File: src/rtl/core/psd_pkg.sv
// Shared types and constants for the per-station sequence dedup core.
// Holds the table sizing, status codes, register indexes and table port structs.
// No dependencies.
package psd_pkg;

  localparam int STATION_COUNT = 32;
  localparam int ADDR_W = (STATION_COUNT > 1) ? $clog2(STATION_COUNT) : 1;
  localparam int SEQ_W = 8;

  localparam logic [SEQ_W-1:0] SEQ_LAST = 8'd254;
  localparam logic [SEQ_W-1:0] SEQ_NONE = 8'd255;
  localparam logic [SEQ_W-1:0] SHORT_LEN = 8'd5;

  localparam logic [SEQ_W-1:0] TX_SEQ_INIT = 8'd0;
  localparam logic [SEQ_W-1:0] RX_SEQ_INIT = SEQ_NONE;

  localparam logic [1:0] CFG_LINK_READY = 2'd0;
  localparam logic [1:0] CFG_TX_BCAST = 2'd1;
  localparam logic [1:0] CFG_RX_BCAST = 2'd2;

  typedef enum logic [3:0] {
    ST_TX_REFUSED = 4'd0,
    ST_TX_BCAST   = 4'd1,
    ST_TX_SEQ     = 4'd2,
    ST_TX_NOSEQ   = 4'd3,
    ST_RX_SHORT   = 4'd4,
    ST_RX_BCAST   = 4'd5,
    ST_RX_FWD     = 4'd6,
    ST_RX_DUP     = 4'd7,
    ST_RX_BADSRC  = 4'd8
  } status_t;

  typedef struct packed {
    logic              en;
    logic [ADDR_W-1:0] addr;
  } tbl_rd_t;

  typedef struct packed {
    logic              en;
    logic [ADDR_W-1:0] addr;
    logic [SEQ_W-1:0]  data;
  } tbl_wr_t;

endpackage

File: src/rtl/core/per_station_sequence_dedup_core.sv
// Top level of the per-station sequence numbering and duplicate suppression core.
// Depends on psd_pkg and psd_tbl.
//
// Channel  Dir  tdata (low bit up)                         tuser
// in_      in   station_id, target_id, packet_length, seq  mode
// out_     out  seq_out, frame_length, zero fill           status
// cfg_     in   write enable, register index, write data   -
//
// One request per cycle is sustained while out_ is ready: the table read issues at
// acceptance and the table update happens as the request leaves stage 1, with the
// written entry forwarded to a read of the same station in that cycle.
// Reset is synchronous; per-entry valid bits clear at once, so there is no clearing
// pass. A stalled output holds stage 1, and a full stage 1 stops acceptance.
module per_station_sequence_dedup_core (
  input  logic        clk,
  input  logic        rst_n,
  input  logic        in_tvalid,
  output logic        in_tready,
  input  logic [31:0] in_tdata,   // station_id, target_id, packet_length, seq_in
  input  logic        in_tuser,   // mode
  output logic        out_tvalid,
  input  logic        out_tready,
  output logic [23:0] out_tdata,  // seq_out, frame_length, zero fill
  output logic [3:0]  out_tuser,  // status
  input  logic        cfg_wr_en,
  input  logic [1:0]  cfg_index,
  input  logic [7:0]  cfg_wdata
);

  logic       link_ready_r;
  logic [7:0] tx_bcast_r;
  logic [7:0] rx_bcast_r;

  logic       s1_valid_r;
  logic       s1_mode_r;
  logic [7:0] s1_station_r;
  logic [7:0] s1_target_r;
  logic [7:0] s1_len_r;
  logic [7:0] s1_seq_r;

  logic             out_valid_r;
  psd_pkg::status_t out_status_r;
  logic [7:0]       out_seq_r;
  logic [8:0]       out_len_r;

  logic             s1_fire;
  logic             in_fire;
  logic             s1_in_range;
  psd_pkg::status_t st_c;
  logic [7:0]       seq_c;
  logic [8:0]       len_c;

  psd_pkg::tbl_rd_t tbl_rd;
  psd_pkg::tbl_wr_t tx_wr;
  psd_pkg::tbl_wr_t rx_wr;
  logic [7:0]       tx_q;
  logic [7:0]       rx_q;

  assign s1_fire   = s1_valid_r && (!out_valid_r || out_tready);
  assign in_tready = !s1_valid_r || s1_fire;
  assign in_fire   = in_tvalid && in_tready;

  assign tbl_rd.en   = in_fire;
  assign tbl_rd.addr = in_tdata[psd_pkg::ADDR_W-1:0];

  psd_tbl u_tx_tbl (
    .clk      (clk),
    .rst_n    (rst_n),
    .rst_value(psd_pkg::TX_SEQ_INIT),
    .rd       (tbl_rd),
    .wr       (tx_wr),
    .rd_data  (tx_q)
  );

  psd_tbl u_rx_tbl (
    .clk      (clk),
    .rst_n    (rst_n),
    .rst_value(psd_pkg::RX_SEQ_INIT),
    .rd       (tbl_rd),
    .wr       (rx_wr),
    .rd_data  (rx_q)
  );

  always_ff @(posedge clk) begin
    if (!rst_n) begin
      link_ready_r <= 1'b0;
      tx_bcast_r   <= 8'hFF;
      rx_bcast_r   <= 8'hFF;
    end else if (cfg_wr_en) begin
      case (cfg_index)
        psd_pkg::CFG_LINK_READY: link_ready_r <= cfg_wdata[0];
        psd_pkg::CFG_TX_BCAST:   tx_bcast_r   <= cfg_wdata;
        psd_pkg::CFG_RX_BCAST:   rx_bcast_r   <= cfg_wdata;
        default: ;
      endcase
    end
  end

  assign s1_in_range = {1'b0, s1_station_r} < 9'(psd_pkg::STATION_COUNT);

  always_comb begin
    st_c       = psd_pkg::ST_TX_REFUSED;
    seq_c      = 8'd0;
    len_c      = 9'd0;
    tx_wr.en   = 1'b0;
    tx_wr.addr = s1_station_r[psd_pkg::ADDR_W-1:0];
    tx_wr.data = (tx_q >= psd_pkg::SEQ_LAST) ? 8'd0 : tx_q + 8'd1;
    rx_wr.en   = 1'b0;
    rx_wr.addr = s1_station_r[psd_pkg::ADDR_W-1:0];
    rx_wr.data = s1_seq_r;
    if (!s1_mode_r) begin
      if (!link_ready_r) begin
        st_c = psd_pkg::ST_TX_REFUSED;
      end else if (s1_station_r == tx_bcast_r) begin
        st_c  = psd_pkg::ST_TX_BCAST;
        len_c = {1'b0, s1_len_r};
      end else if (s1_in_range) begin
        st_c     = psd_pkg::ST_TX_SEQ;
        seq_c    = tx_q;
        len_c    = {1'b0, s1_len_r} + 9'd1;
        tx_wr.en = s1_fire;
      end else begin
        st_c  = psd_pkg::ST_TX_NOSEQ;
        seq_c = psd_pkg::SEQ_NONE;
        len_c = {1'b0, s1_len_r} + 9'd1;
      end
    end else begin
      if (s1_len_r <= psd_pkg::SHORT_LEN) begin
        st_c = psd_pkg::ST_RX_SHORT;
      end else if (s1_target_r == rx_bcast_r) begin
        st_c  = psd_pkg::ST_RX_BCAST;
        len_c = {1'b0, s1_len_r};
      end else if (!s1_in_range) begin
        st_c = psd_pkg::ST_RX_BADSRC;
      end else if (s1_seq_r == rx_q) begin
        st_c  = psd_pkg::ST_RX_DUP;
        seq_c = s1_seq_r;
      end else begin
        st_c     = psd_pkg::ST_RX_FWD;
        seq_c    = s1_seq_r;
        len_c    = {1'b0, s1_len_r} - 9'd1;
        rx_wr.en = s1_fire && (s1_seq_r != psd_pkg::SEQ_NONE);
      end
    end
  end

  always_ff @(posedge clk) begin
    if (!rst_n) begin
      s1_valid_r  <= 1'b0;
      out_valid_r <= 1'b0;
    end else begin
      if (in_fire) begin
        s1_valid_r <= 1'b1;
      end else if (s1_fire) begin
        s1_valid_r <= 1'b0;
      end
      if (s1_fire) begin
        out_valid_r <= 1'b1;
      end else if (out_tready) begin
        out_valid_r <= 1'b0;
      end
    end
  end

  always_ff @(posedge clk) begin
    if (in_fire) begin
      s1_mode_r    <= in_tuser;
      s1_station_r <= in_tdata[7:0];
      s1_target_r  <= in_tdata[15:8];
      s1_len_r     <= in_tdata[23:16];
      s1_seq_r     <= in_tdata[31:24];
    end
    if (s1_fire) begin
      out_status_r <= st_c;
      out_seq_r    <= seq_c;
      out_len_r    <= len_c;
    end
  end

  assign out_tvalid = out_valid_r;
  assign out_tdata  = {7'd0, out_len_r, out_seq_r};
  assign out_tuser  = out_status_r;

`ifndef NO_ASSERTIONS
  a_stall_holds: assert property (@(posedge clk) disable iff (!rst_n)
    s1_valid_r && out_valid_r && !out_tready |=> s1_valid_r)
    else $error("stage 1 request lost under output stall");

  a_wr_on_fire: assert property (@(posedge clk) disable iff (!rst_n)
    (tx_wr.en || rx_wr.en) |-> s1_fire)
    else $error("table write without a completing request");

  a_one_table: assert property (@(posedge clk) disable iff (!rst_n)
    !(tx_wr.en && rx_wr.en))
    else $error("both tables written in one cycle");

  a_rx_no_none: assert property (@(posedge clk) disable iff (!rst_n)
    rx_wr.en |-> (rx_wr.data != psd_pkg::SEQ_NONE))
    else $error("receive table written with the no-sequence value");

  a_accept_loads: assert property (@(posedge clk) disable iff (!rst_n)
    in_fire |=> s1_valid_r)
    else $error("accepted request did not reach stage 1");
`endif

endmodule

File: src/rtl/core/psd_ram.sv
// Generic single-write, single-read synchronous RAM with registered read data.
// No dependencies.
module psd_ram #(
  parameter int WIDTH = 8,
  parameter int DEPTH = 32,
  localparam int AW = (DEPTH > 1) ? $clog2(DEPTH) : 1
) (
  input  logic             clk,
  input  logic             we,
  input  logic [AW-1:0]    waddr,
  input  logic [WIDTH-1:0] wdata,
  input  logic             re,
  input  logic [AW-1:0]    raddr,
  output logic [WIDTH-1:0] rdata
);

  logic [WIDTH-1:0] mem [DEPTH];

  always_ff @(posedge clk) begin
    if (we) begin
      mem[waddr] <= wdata;
    end
    if (re) begin
      rdata <= mem[raddr];
    end
  end

endmodule

File: src/rtl/core/psd_tbl.sv
// One per-station sequence table: RAM, per-entry valid bits and write forwarding.
// Unwritten entries read as rst_value. Depends on psd_pkg and psd_ram.
module psd_tbl (
  input  logic                     clk,
  input  logic                     rst_n,
  input  logic [psd_pkg::SEQ_W-1:0] rst_value,
  input  psd_pkg::tbl_rd_t         rd,
  input  psd_pkg::tbl_wr_t         wr,
  output logic [psd_pkg::SEQ_W-1:0] rd_data
);

  logic [psd_pkg::STATION_COUNT-1:0] valid_r;
  logic                              vld_r;
  logic                              vld_nxt;
  logic                              fwd_hit_r;
  logic [psd_pkg::SEQ_W-1:0]         fwd_data_r;
  logic [psd_pkg::SEQ_W-1:0]         ram_q;

  psd_ram #(
    .WIDTH(psd_pkg::SEQ_W),
    .DEPTH(psd_pkg::STATION_COUNT)
  ) u_ram (
    .clk  (clk),
    .we   (wr.en),
    .waddr(wr.addr),
    .wdata(wr.data),
    .re   (rd.en),
    .raddr(rd.addr),
    .rdata(ram_q)
  );

  always_comb begin
    vld_nxt = 1'b0;
    if ({1'b0, rd.addr} < (psd_pkg::ADDR_W + 1)'(psd_pkg::STATION_COUNT)) begin
      vld_nxt = valid_r[rd.addr];
    end
  end

  always_ff @(posedge clk) begin
    if (!rst_n) begin
      valid_r   <= '0;
      vld_r     <= 1'b0;
      fwd_hit_r <= 1'b0;
    end else begin
      if (wr.en) begin
        valid_r[wr.addr] <= 1'b1;
      end
      if (rd.en) begin
        vld_r     <= vld_nxt;
        fwd_hit_r <= wr.en && (wr.addr == rd.addr);
      end
    end
  end

  always_ff @(posedge clk) begin
    if (rd.en) begin
      fwd_data_r <= wr.data;
    end
  end

  assign rd_data = fwd_hit_r ? fwd_data_r : (vld_r ? ram_q : rst_value);

endmodule

File: config.mk
export PLATFORM = sky130hd
export DESIGN_NAME = per_station_sequence_dedup_core
export DESIGN_NICKNAME = d
export VERILOG_FILES = /design/src/rtl/core/psd_pkg.sv /design/src/rtl/core/per_station_sequence_dedup_core.sv /design/src/rtl/core/psd_ram.sv /design/src/rtl/core/psd_tbl.sv
export SDC_FILE = /design/constraint.sdc
export NUM_CORES = 1
export LEC_CHECK = 0
export BUFFER_PORTS_ARGS = -buffer_cell sky130_fd_sc_hd__buf_2
export CORE_MARGIN = 4
export CORE_UTILIZATION = 60
export DETAILED_ROUTE_END_ITERATION = 7
export PLACE_DENSITY = 0.83
export SKIP_CTS_REPAIR_TIMING = 1
export SYNTH_ARGS = -nofsm -noshare
export SYNTH_HDL_FRONTEND = slang
export SYNTH_SLANG_ARGS = --single-unit
File: constraint.sdc
create_clock -name clk -period 5.5 [get_ports clk]
set_input_delay 0.55 -clock clk [delete_from_list [all_inputs] [get_ports clk]]
set_output_delay 0.55 -clock clk [all_outputs]
set_load 0.01 [all_outputs]
### Word-level counts from Yosys, hierarchy flattened

Memories as Yosys holds them, arrays and structs flattened. A register that Yosys moved wholly into a read port is not among the register bits.
Index checks and enable logic that the tools add are counted.

* add/sub/neg operators: 3
* order comparisons: 6
* equal/unequal tests: 7
* mux-type cells: 50
* bitwise gates (word level): 2
* reduce and logical (&&, ||, !) cells: 16

Operator list (number)
* $mux W8: 12
* $or A32 B32 Y32: 2
* $mux W9: 7
* $eq A8 B8 Y1: 3
* $mux W1: 22
* $mux W4: 4
* $lt A5 B6 Y1 const B: 2
* $bmux W1 S5: 2
* $add A8 B1 Y9 const B: 1
* $sub A8 B1 Y9 const B: 1
* $add A8 B1 Y8 const B: 1
* $ge A8 B8 Y1 const B: 1
* $le A8 B3 Y1 const B: 1
* $lt A8 B6 Y1 const B: 1
* $ne A8 B8 Y1 const B: 1
* $logic_and A1 B1 Y1: 6
* $reduce_and A2 Y1: 3
* $demux W1 S5: 1
* $eq A5 B5 Y1: 1
* $ge A5 B1 Y1 const B: 1
* $mux W2: 2
* $reduce_bool A2 Y1: 2
* $eq A2 B1 Y1 const B: 1
* $eq A2 B2 Y1 const B: 1
* 3 further kinds: 5

* register bits after elaboration: 157
* RAM bits: 512
* input port bits: 48
* logic and storage cells: 107
* memories kept: 2

Memories
* u_rx_tbl.u_ram.mem: words 32, width 8, read ports 1, clocked after memory_dff 1, wr ports 1, line psd_ram.sv:17 `logic [WIDTH-1:0] mem [DEPTH];`
* u_tx_tbl.u_ram.mem: words 32, width 8, read ports 1, clocked after memory_dff 1, wr ports 1, line psd_ram.sv:17

### Logic depth before layout (Yosys ltp)

* depth in word-level cells: 11
* mapped depth: 10
* depth with buffers taken out: 8

### By module

Synthesis repeated with hierarchy kept, for this count alone.

* cell total of the unflattened synthesis: 1572
* area, all modules: 27734.1 µm²

Modules (own cells, without submodules)
* psd_ram: times used 2, cells an instance 417, area an instance 10133.5 µm², seq. area each 7927.6 µm²
* psd_tbl: times used 2, cells an instance 209, area an instance 1988.2 µm², seq. area each 920.9 µm²
* per_station_sequence_dedup_core: times used 1, cells an instance 320, area an instance 3490.8 µm², seq. area each 2001.9 µm²

### Worst setup path before layout

Ideal clock, no wire load.

* path type: in2reg
* start: input out_tready
* end: memory u_rx_tbl.u_ram.mem[10][0] (enable)
* setup time: 0.383 ns
* arrival: 2.873 ns
* data required time: 5.117 ns
* path slack: 2.244 ns
* stages: 9
* buffers on the path: 3
* cell sequence: nor2b_1 > nor2b_1 > clkbuf_1 > o31ai_1 > nor3_1 > o21ai_2 > buf_4 > buf_4 > nor3_1

* cells in the longest elaborated chain, start to end: 10

RTL lines
* start: declaration: line per_station_sequence_dedup_core.sv:22 `input logic out_tready,`
* $logic_or A1 B1 Y1: line per_station_sequence_dedup_core.sv:59 `assign s1_fire = s1_valid_r && (!out_valid_r || out_tready);`
* $logic_and A1 B1 Y1: line per_station_sequence_dedup_core.sv:59
* named net s1_fire: line per_station_sequence_dedup_core.sv:46 `logic s1_fire;`
* $logic_and A1 B1 Y1: line per_station_sequence_dedup_core.sv:142 `rx_wr.en = s1_fire && (s1_seq_r != psd_pkg::SEQ_NONE);`
* $mux W1: line per_station_sequence_dedup_core.sv:135 `end else if (s1_seq_r == rx_q) begin`
* $mux W1: line per_station_sequence_dedup_core.sv:133 `end else if (!s1_in_range) begin`
* $mux W1: line per_station_sequence_dedup_core.sv:130 `end else if (s1_target_r == rx_bcast_r) begin`
* $mux W1: line per_station_sequence_dedup_core.sv:128 `if (s1_len_r <= psd_pkg::SHORT_LEN) begin`
* $mux W1: line per_station_sequence_dedup_core.sv:111 `if (!s1_mode_r) begin`
* $mux W1: line psd_ram.sv:20 `if (we) begin`
* $mux W1 (implied by the code): line psd_ram.sv:21 `mem[waddr] <= wdata;`
* end: declaration: line psd_ram.sv:17

The timed path passes the listed nets, and every way through them passes these cells.

### Final worst setup path

* start: register s1_len_r[0]
* end: memory u_rx_tbl.u_ram.mem[8][6] (enable)

* cells in the longest elaborated chain, start to end: 5

RTL lines
* start: declaration: line per_station_sequence_dedup_core.sv:38 `logic [7:0] s1_len_r;`
* start signal: assignment: line per_station_sequence_dedup_core.sv:170 `s1_len_r <= in_tdata[23:16];`
* $le A8 B3 Y1: line per_station_sequence_dedup_core.sv:128
* $mux W1: line per_station_sequence_dedup_core.sv:128
* $mux W1: line per_station_sequence_dedup_core.sv:111
* $mux W1: line psd_ram.sv:20
* $mux W1 (implied by the code): line psd_ram.sv:21

Every way passes these cells.

==> impl_metrics.env <==
export IMPL_htreeDepth=3
export IMPL_finClkSkew_ns=0.02013
export IMPL_yosysMostFrequentCell="edfxtp_1"
export IMPL_post_synth_fa_ha_maj_area_fraction_pct=0.2289
export IMPL_grt_first_pass_wirelength_um=98560
export IMPL_route_detailed_wl_per_inst_um=29.10
export IMPL_dr_first_iter_drc_count=2554
export IMPL_slew_viol_final=0
export IMPL_detailedRoute_firstPassIterationCount=6
export IMPL_crit_start="s1_len_r[0]"
export IMPL_synthDistinctLibCells=64
export IMPL_place_gp_congestion=0.8944
export IMPL_netlist_top_cell_by_area="edfxtp_1"
export IMPL_clock_tree_buffer_depth=3
export IMPL_numClockSinks=685
export IMPL_comb_power_share_pct=5.1
export IMPL_synthXorXnorAreaFrac_pct=1.090
export IMPL_yosysSeqAreaShare_pct=72.08
export IMPL_initial_core_util_pct=61.27
export IMPL_timing_hold_worst_class="in -> reg"
export IMPL_power_net_switching_mw=2.277
export IMPL_critPathLaunchType="register"
export IMPL_synthDominantCellAreaShare_pct=65.71
export IMPL_end_point_of_the_critical_path="u_rx_tbl.u_ram.mem[8][6]"
export IMPL_critPathKind="reg -> reg"
export IMPL_place_port_buffers=70
export IMPL_count_of_flip_flops_with_a_built_in_enable_after_synthesis=598
export IMPL_synth_area_leaders="edfxtp_1, mux4_2, dfxtp_1, nand2_1, nor2_1"
export IMPL_antenna_diode_count=0
export IMPL_async_flop_share_pct=0
export IMPL_max_freq_mhz=262.7
export IMPL_yosys_register_bits=685
export IMPL_number_of_placed_instances_taps_included=2111
export IMPL_critical_path_peak_fanout=32
export IMPL_share_seq_of_total_power_pct=53.7
export IMPL_compound_gate_portion_of_the_synthesized_area_pct=3.278
export IMPL_grt_pass1_vias=15135
export IMPL_finalCritPeriodShare_pct=69.21
export IMPL_avgViaCountPerCell=6.772
export IMPL_cts_tree="done"
export IMPL_overall_die_height_um=221.4
export IMPL_crit_arrival_ns=4.00
export IMPL_total_power_per_unit_cell_area_nw_per_um2=351.7
export IMPL_switching_share_pct=21.32
export IMPL_max_cap_viol_count=0
export IMPL_worst_setup_path_end_kind="register"
export IMPL_vdd_drop_max_v=0.0003058
export IMPL_worst_slew_pin_transition_ns=1.397
export IMPL_fin_hold_ws_ns=0.1337
export IMPL_die_area_um2=49030
export IMPL_nFillCells=2551
export IMPL_synth_top_flop_cell="edfxtp_1"
export IMPL_timing_critical_path_required_ns=5.70
export IMPL_number_of_cell_rows=77
export IMPL_reg2reg_to="u_rx_tbl.u_ram.mem[8][6]"
export IMPL_synth_simple_area_share_pct=5.709
export IMPL_power_share_clock_pct=41.2
export IMPL_post_synth_inst_count=1504
export IMPL_setup_tns_ns=0
export IMPL_cts_root_buf="clkbuf_16"
export IMPL_final_antenna_net_count=0
export IMPL_layout_drive_gt1_share_pct=25.55
export IMPL_rsz_0062_raised_after_global_routing="false"
export IMPL_final_hpwl_from_detailed_placement_um=37120
export IMPL_timing_reg2reg_setup_slack_ns=1.69
export IMPL_p_int_mw=8.401
export IMPL_fin_nets=1643
export IMPL_path_clk_slew_ns=0.06
export IMPL_antenna_found_initial=1
export IMPL_hold_violations=0
export IMPL_run_status="finished clean"
export IMPL_worstSkewPairLatency_ns=0.60
export IMPL_syn_avg_cell_area_um2=18.17
export IMPL_core_region_area_um2=44610
export IMPL_synth_top_family_by_area="multiplexers"
export IMPL_die_width_um=221.4
export IMPL_synthesis_area_um2=27330
export IMPL_relSlewSlack_pct=6.119
export IMPL_wire_length_reported_by_the_detailed_router_um=64950
export IMPL_syn_to_final_growth_pct=11.10
export IMPL_detail_route_drc_violations=0
export IMPL_minimum_clock_period_ns=3.807
export IMPL_total_leakage_power_nw=9.814
export IMPL_final_instance_count_excl_fill=2232
export IMPL_number_of_buffers_added_by_the_clock_tree_synthesis_step=66
export IMPL_cell_count_of_the_worst_reg_to_reg_path=9
export IMPL_grt_use_total_pct=26.63
export IMPL_muxShareOfSynthArea_pct=15.68
export IMPL_setup_viol=0
export IMPL_synthesis_yosys_warnings=0
export IMPL_globalRouteOverflowTotal=0
export IMPL_netlist_top_cells_count="edfxtp_1, mux4_2, nand2_1, dfxtp_1, nor2_1"
export IMPL_r2r_start="s1_len_r[0]"
export IMPL_maximum_number_of_pins_on_one_net_before_global_route_repair=95
export IMPL_total_number_of_vias=15115
export IMPL_design_portCount=78
-- logic make-up (layout without fill, tap and decap cells) --
family / Yosys count / count (layout)
flops: 685 / 685
mux: 201 / 201
fa+ha+maj: 5 / 5
other cells: 1 / 7
buf+inv: 107 / 237
simple gates: 336 / 336
compound gates: 135 / 135
xor+xnor: 34 / 34
-- how the worst min path moves through the flow --
stage                     depth (start not counted)            startpoint              endpoint
after detailed placement                          2  u_rx_tbl.valid_r[18]  u_rx_tbl.valid_r[18]
after global placement                            2   u_rx_tbl.valid_r[6]   u_rx_tbl.valid_r[6]
after CTS                                         1          in_tdata[25]           s1_seq_r[1]
final                                             1          in_tdata[18]           s1_len_r[2]
after global routing                              1          in_tdata[18]           s1_len_r[2]
after floorplan                                   2  u_rx_tbl.valid_r[10]  u_rx_tbl.valid_r[10]
-- power groups by stage --
stage          Sequential [mW]  Combinational [mW]  Clock (mW)
2_1_floorplan             5.85               0.344           0
3_3_place_gp              5.84               0.519           0
4_1_cts                   5.73               0.542        4.42
3_5_place_dp              5.84               0.532           0
6_report                  5.74               0.547        4.40
5_1_grt                   5.74               0.577        4.67
-- registers in the layout, summed over array words and instances (netlist names), 9 cells and up --
signal	count
u_rx_tbl.u_ram.mem	256
out_len_r	9
u_rx_tbl.valid_r	32
u_tx_tbl.u_ram.mem	256
u_tx_tbl.valid_r	32
-- through the flow --
stage	area (um^2)	utilization [%]	setup slack (ns)	power, mW
3_5_place_dp	28260	63.35	1.818	6.375
6_report	30360	68.07	1.693	10.68
4_1_cts	30340	68.01	1.727	10.69
2_1_floorplan	27350	-	2.244	6.195
3_3_place_gp	28260	63.35	1.894	6.359
5_1_grt	30360	68.07	1.497	10.98
-- worst max-delay path, cell delays in order (launching register included) --
cell and delay [ns]:
edfxtp_1 0.49, inv_1 0.07, ha_1 0.21, nor2b_1 0.17, a211oi_1 0.13, nand2b_1 0.26
nor3_1 0.36, o21ai_4 0.25, buf_4 0.34, nor3_1 1.11
-- layer usage --
layer	routed length (um)	GRT usage, %	part of all wire, %	vias up
met5	15	0	0.023	-
met2	31800	42.73	49	1127
met1	24170	37.82	37	7668
li1	-	-	-	6155
met4	1951	8.583	3.0	2
met3	7016	5.261	11	163
-- cell usage in the layout (no fill, tap or decap), types with 3 or more instances in the layout --
cell type / n
nand4_1: 10
nor2_1: 67
nand3_1: 27
buf_4: 27
clkbuf_1: 17
o22ai_1: 4
nor4_1: 5
clkbuf_8: 4
clkbuf_16: 72
nand2_1: 126
a21oi_1: 17
edfxtp_1: 598
conb_1: 7
o21a_1: 32
nor2_2: 6
a22oi_1: 6
a22o_1: 7
o21ai_0: 24
or3_1: 3
nor3_1: 39
o31ai_1: 3
xnor2_1: 16
clkinv_2: 11
or2_2: 10
o221ai_1: 3
nor2b_1: 9
xor2_1: 18
mux2_2: 16
mux2i_1: 5
dfxtp_1: 87
mux4_2: 180
nand3b_1: 9
inv_1: 15
clkinv_1: 9
o21ai_1: 18
and3_1: 3
nand2b_1: 7
ha_1: 5
buf_2: 69
-- final cells by class --
class	instances	area (um^2)	area share [%]
Clock inverter	25	157.7	0.5192
Sequential cell	685	19700	64.88
Clock buffer	93	1921	6.325
Timing Repair Buffer	101	609.3	2.007
Multi-Input combinational cell	718	7168	23.61
Inverter	18	67.56	0.2225
Tap cell	592	740.7	2.440
(Power assumes the default switching activity.)
